$ cat config.mk
export PLATFORM = sky130hd
export DESIGN_NAME = xxh_lane
export DESIGN_NICKNAME = d
export VERILOG_FILES = /design/src/rtl/xxh_pkg.sv /design/src/rtl/xxh_lane.sv
export SDC_FILE = /design/constraint.sdc
export NUM_CORES = 2
export LEC_CHECK = 0
export BUFFER_PORTS_ARGS = -buffer_cell sky130_fd_sc_hd__buf_2
export CAP_MARGIN = 20
export CORE_ASPECT_RATIO = 0.9
export CORE_MARGIN = 4
export CORE_UTILIZATION = 55
export CTS_BUF_LIST = sky130_fd_sc_hd__clkbuf_4 sky130_fd_sc_hd__clkbuf_8
export DETAILED_ROUTE_END_ITERATION = 7
export PLACE_DENSITY = 0.8
export SETUP_SLACK_MARGIN = 0.1
export SYNTH_ARGS = -nofsm -noshare
export SYNTH_HDL_FRONTEND = slang
export SYNTH_SLANG_ARGS = --single-unit
$ cat constraint.sdc
create_clock -name clk -period 21.7 [get_ports clk]
set_clock_uncertainty 0.2 [all_clocks]
set_input_delay 4.34 -clock clk [delete_from_list [all_inputs] [get_ports clk]]
set_output_delay 4.34 -clock clk [all_outputs]
set_load 0.01 [all_outputs]
$ cat src/rtl/xxh_pkg.sv
package xxh_pkg;

    localparam int SEED_LANES = 4;
    localparam int MAX_LANES  = 4;

    localparam logic [31:0] PRIME_A = 32'h9E37_79B1;
    localparam logic [31:0] PRIME_B = 32'h85EB_CA77;
    localparam logic [31:0] PRIME_C = 32'hC2B2_AE3D;
    localparam logic [31:0] PRIME_D = 32'h27D4_EB2F;
    localparam logic [31:0] PRIME_E = 32'h1656_67B1;

    localparam logic [31:0] SEED0_RST = 32'h1234_5678;
    localparam logic [31:0] SEED1_RST = 32'h9ABC_DEF0;
    localparam logic [31:0] SEED2_RST = 32'h1357_9BDF;
    localparam logic [31:0] SEED3_RST = 32'h2468_ACE0;

    typedef enum logic [3:0] {
        OP_NONE  = 4'd0,
        OP_LOAD  = 4'd1,
        OP_MULB  = 4'd2,
        OP_MULC  = 4'd3,
        OP_MULE  = 4'd4,
        OP_ACC   = 4'd5,
        OP_FOLDW = 4'd6,
        OP_FOLDB = 4'd7,
        OP_INIT  = 4'd8,
        OP_AV1   = 4'd9,
        OP_AV2   = 4'd10
    } lane_op_t;

    typedef struct packed {
        lane_op_t    op;
        logic [1:0]  kidx;
        logic [31:0] operand;
        logic        seen;
        logic [31:0] len;
    } lane_cmd_t;

    function automatic logic [31:0] rotl(input logic [31:0] x, input int r);
        rotl = (x << r) | (x >> (32 - r));
    endfunction

endpackage

$ cat src/rtl/xxh_lane.sv
module xxh_lane
(
    input  logic                clk,
    input  logic [31:0]         seed,
    input  xxh_pkg::lane_cmd_t  cmd,
    output logic [31:0]         digest
);

    logic [31:0] acc_reg [4];
    logic [31:0] prod_reg;
    logic [31:0] h_reg;
    logic [31:0] ma;
    logic [31:0] mb;
    logic [31:0] prod;
    logic [31:0] base;

    always_comb
    begin
        ma = cmd.operand;
        mb = xxh_pkg::PRIME_B;
        case (cmd.op)
            xxh_pkg::OP_MULB:
            begin
                ma = cmd.operand;
                mb = xxh_pkg::PRIME_B;
            end
            xxh_pkg::OP_MULC:
            begin
                ma = cmd.operand;
                mb = xxh_pkg::PRIME_C;
            end
            xxh_pkg::OP_MULE:
            begin
                ma = cmd.operand;
                mb = xxh_pkg::PRIME_E;
            end
            xxh_pkg::OP_ACC:
            begin
                ma = xxh_pkg::rotl(acc_reg[cmd.kidx] + prod_reg, 13);
                mb = xxh_pkg::PRIME_A;
            end
            xxh_pkg::OP_FOLDW:
            begin
                ma = xxh_pkg::rotl(h_reg + prod_reg, 17);
                mb = xxh_pkg::PRIME_D;
            end
            xxh_pkg::OP_FOLDB:
            begin
                ma = xxh_pkg::rotl(h_reg + prod_reg, 11);
                mb = xxh_pkg::PRIME_A;
            end
            xxh_pkg::OP_AV1:
            begin
                ma = h_reg ^ (h_reg >> 15);
                mb = xxh_pkg::PRIME_B;
            end
            xxh_pkg::OP_AV2:
            begin
                ma = h_reg ^ (h_reg >> 13);
                mb = xxh_pkg::PRIME_C;
            end
            default:
            begin
                ma = cmd.operand;
                mb = xxh_pkg::PRIME_B;
            end
        endcase
    end

    // one multiplier per lane, shared by every multiply, round, fold and avalanche step
    assign prod = ma * mb;

    // merge of the stripe accumulators, or the no-stripe start value
    assign base = cmd.seen ? (xxh_pkg::rotl(acc_reg[0], 1) + xxh_pkg::rotl(acc_reg[1], 7)
                            + xxh_pkg::rotl(acc_reg[2], 12) + xxh_pkg::rotl(acc_reg[3], 18))
                           : (seed + xxh_pkg::PRIME_E);

    always_ff @(posedge clk)
    begin
        case (cmd.op)
            xxh_pkg::OP_LOAD:
            begin
                acc_reg[0] <= seed + xxh_pkg::PRIME_A + xxh_pkg::PRIME_B;
                acc_reg[1] <= seed + xxh_pkg::PRIME_B;
                acc_reg[2] <= seed;
                acc_reg[3] <= seed - xxh_pkg::PRIME_A;
            end
            xxh_pkg::OP_MULB, xxh_pkg::OP_MULC, xxh_pkg::OP_MULE:
                prod_reg <= prod;
            xxh_pkg::OP_ACC:
                acc_reg[cmd.kidx] <= prod;
            xxh_pkg::OP_FOLDW, xxh_pkg::OP_FOLDB, xxh_pkg::OP_AV1, xxh_pkg::OP_AV2:
                h_reg <= prod;
            xxh_pkg::OP_INIT:
                h_reg <= base + cmd.len;
            default:
            begin
            end
        endcase
    end

    assign digest = h_reg ^ (h_reg >> 16);

endmodule

==> reports/qor.yml <==
synth_top_area_share_pct: 26.7
yosys_warnings: 0
ff2ff_setup_slack_ns: 8.11
setup_tns_ns: 0
min_from: "acc_reg[3][14]"
nets: 4731
place_congestion: 1.09
cp.arrival_ns: 17.62
core_um2: 61800
critPathMaxStageDelay_ns: 0.74
yosysSeqAreaShare_pct: 16.7
r2r_start: "h_reg[16]"
io_buffers: 135
finalHoldViolCount: 0
critical_path_class: "in -> reg"
hold_class: "reg -> reg"
fp.dieH_um: 246
dieArea_um2: 66900
worst_slack_ns: 4.17
wl_per_cell_um: 31.6
netlist_area_um2: 34500
dp_cells: 4718
stdcell_count: 4758
yosys.area.top_type: "fa_1"
ant_nets: 0
cts_setup_buffers: 0
cap_violations: 0
ctsLongestPathBuffers: 2
worstHoldEndpoint: "h_reg[0]"
grt_first_pass_wirelength_mm: 213
min_path_cells: 6
rr_worst_depth: 43
fin_crit_sh_pct: 80.8
critPathMaxFanout: 38
numCtsBuffers: 17
cp_slowest_cell: "buf_2"
yosys_most_used_dff: "edfxtp_1"
initial_core_util_pct: 55.9
async_reset_ff_share_pct: 0
track_usage_pct: 44.8
area_growth_pct: 5.73
antenna_found_initial: 12
rsz0062_at_grt: "no"
drt-vias-per-instance: 6.58
drive_gt1_share_pct: 8.86
yosysMostFrequentCell: "inv_1"
crit_top_cell: "fa_1"
io_pins: 136
worstMarginPinSlew_ns: 1.24
hold_buffers: 0
dpl_worst_slack_ns: 3.88
synth_cells: 3856
grt_max_degree: 56
syn_avg_cell_area_um2: 8.96
post-route-min-period_ns: 17.53
cts.sinks: 192
crit_path_start: "cmd[66]"
hpwl_mm: 125
ctsResizeCount: 0
largest_register_ffs: 128
status: "completed"
setup_violations: 0
critPathRequiredTime_ns: 21.79
totalWireLength_mm: 150
final_core_util_pct: 59.1
slew_viol_final: 0
first_pass_iters: 8
cts_tree: "built"
ys_ff_latch: 192
grt_overflow: 0
cts_root_buf: "clkbuf_8"
ys_top_cells_by_count: "inv_1, fa_1, nor2_1"
grt_pass1_vias: 29600
crit_path_end_kind: "flop"
vias: 31300
start_kind: "input port"
htreeDepth: 4
core.rowCount: 86
route.detailed.drc: 0
synth_edf_count: 192
first_iter_violations: 5282
clock_latency_ns: 0.55
fmax_ghz: 0.0570
slew_headroom_pct: 17.2
clkTransAtPathRegs_ns: 0.12
syn-num-nets: 4685
regToRegEndpoint: "h_reg[31]"
die_w_um: 272
synth.area.top_cells: "fa_1, edfxtp_1, ha_1, inv_1, nor2_1"
yosysUniqueCellTypes: 83
[area by class of cell]
| cell class | count | area, um2 |
|---|---|---|
| tap | 836 | 1050 |
| clock buffer | 18 | 241 |
| multi-input combinational | 2931 | 26000 |
| clock inverter | 14 | 146 |
| timing repair buffer | 206 | 1220 |
| fill | 5552 | 25200 |
| antenna | 7 | 17.5 |
| sequential | 192 | 5770 |
| inverter | 554 | 2080 |
[metal layers]
metal / track usage, % / up-vias / share of wire [%]
li1: - / 12900 / -
met1: 63.8 / 15200 / 39
met2: 57.2 / 2734 / 37
met3: 25.7 / 403 / 20
met4: 12.7 / 20 / 3.9
met5: 2.78 / - / 0.35
[through the flow]
step / instance area, um2 / hold slack, ns
finish: 36500 / 1.10
global route: 36500 / 1.15
CTS: 36500 / 1.02
detailed placement: 36100 / 0.986
global placement: 36100 / 0.994
floorplan: 34500 / 0.699
[worst max-delay path: cells and delay by family]
| family | cells | cell delay [ns] |
|---|---|---|
| adder cells (fa/ha/maj) | 11 | 4.45 |
| AO/OA/AOI/OAI | 18 | 4.73 |
| buffers and inverters | 7 | 1.32 |
| multiplexers | 1 | 0.39 |
| AND/OR/NAND/NOR | 7 | 1.82 |
| XOR/XNOR | 2 | 0.53 |
[worst max-delay path by stage]
| stage | to | cells past startpoint |
|---|---|---|
| after global routing | acc_reg[2][30] | 44 |
| after detailed placement | acc_reg[2][30] | 44 |
| final | acc_reg[2][30] | 46 |
| after CTS | acc_reg[2][30] | 44 |
| after floorplan | acc_reg[3][31] | 46 |
| after global placement | acc_reg[2][30] | 44 |
[kinds of logic after synthesis]
logic type | Yosys count | share of synthesized area, %
multiplexers | 68 | 3.21
buffers and inverters | 733 | 8.21
flip-flops | 192 | 16.7
AND/OR/NAND/NOR | 1031 | 13.1
adder cells (fa/ha/maj) | 725 | 36.3
AO/OA/AOI/OAI | 810 | 14.9
XOR/XNOR | 297 | 7.69
[cell usage in the layout (no fill, tap or decap), types with 20 or more instances in the layout]
| cell type | count |
|---|---|
| inv_1 | 553 |
| fa_1 | 461 |
| nor2_1 | 401 |
| nand2_1 | 342 |
| ha_1 | 264 |
| o21ai_0 | 230 |
| a21oi_1 | 218 |
| edfxtp_1 | 192 |
| xnor2_1 | 168 |
| buf_2 | 135 |
| xor2_1 | 124 |
| buf_4 | 69 |
| a21o_1 | 65 |
| nand2b_1 | 51 |
| nand3_1 | 47 |
| nor3_1 | 40 |
| o21a_1 | 38 |
| mux4_2 | 32 |
| a31oi_1 | 29 |
| or2_2 | 28 |
| o21bai_1 | 24 |
| mux2_2 | 22 |
| or3_1 | 20 |
Power is left out: the tool's default activity adds up to more than one toggle a clock period on the data nets, which glitch-free logic cannot reach.
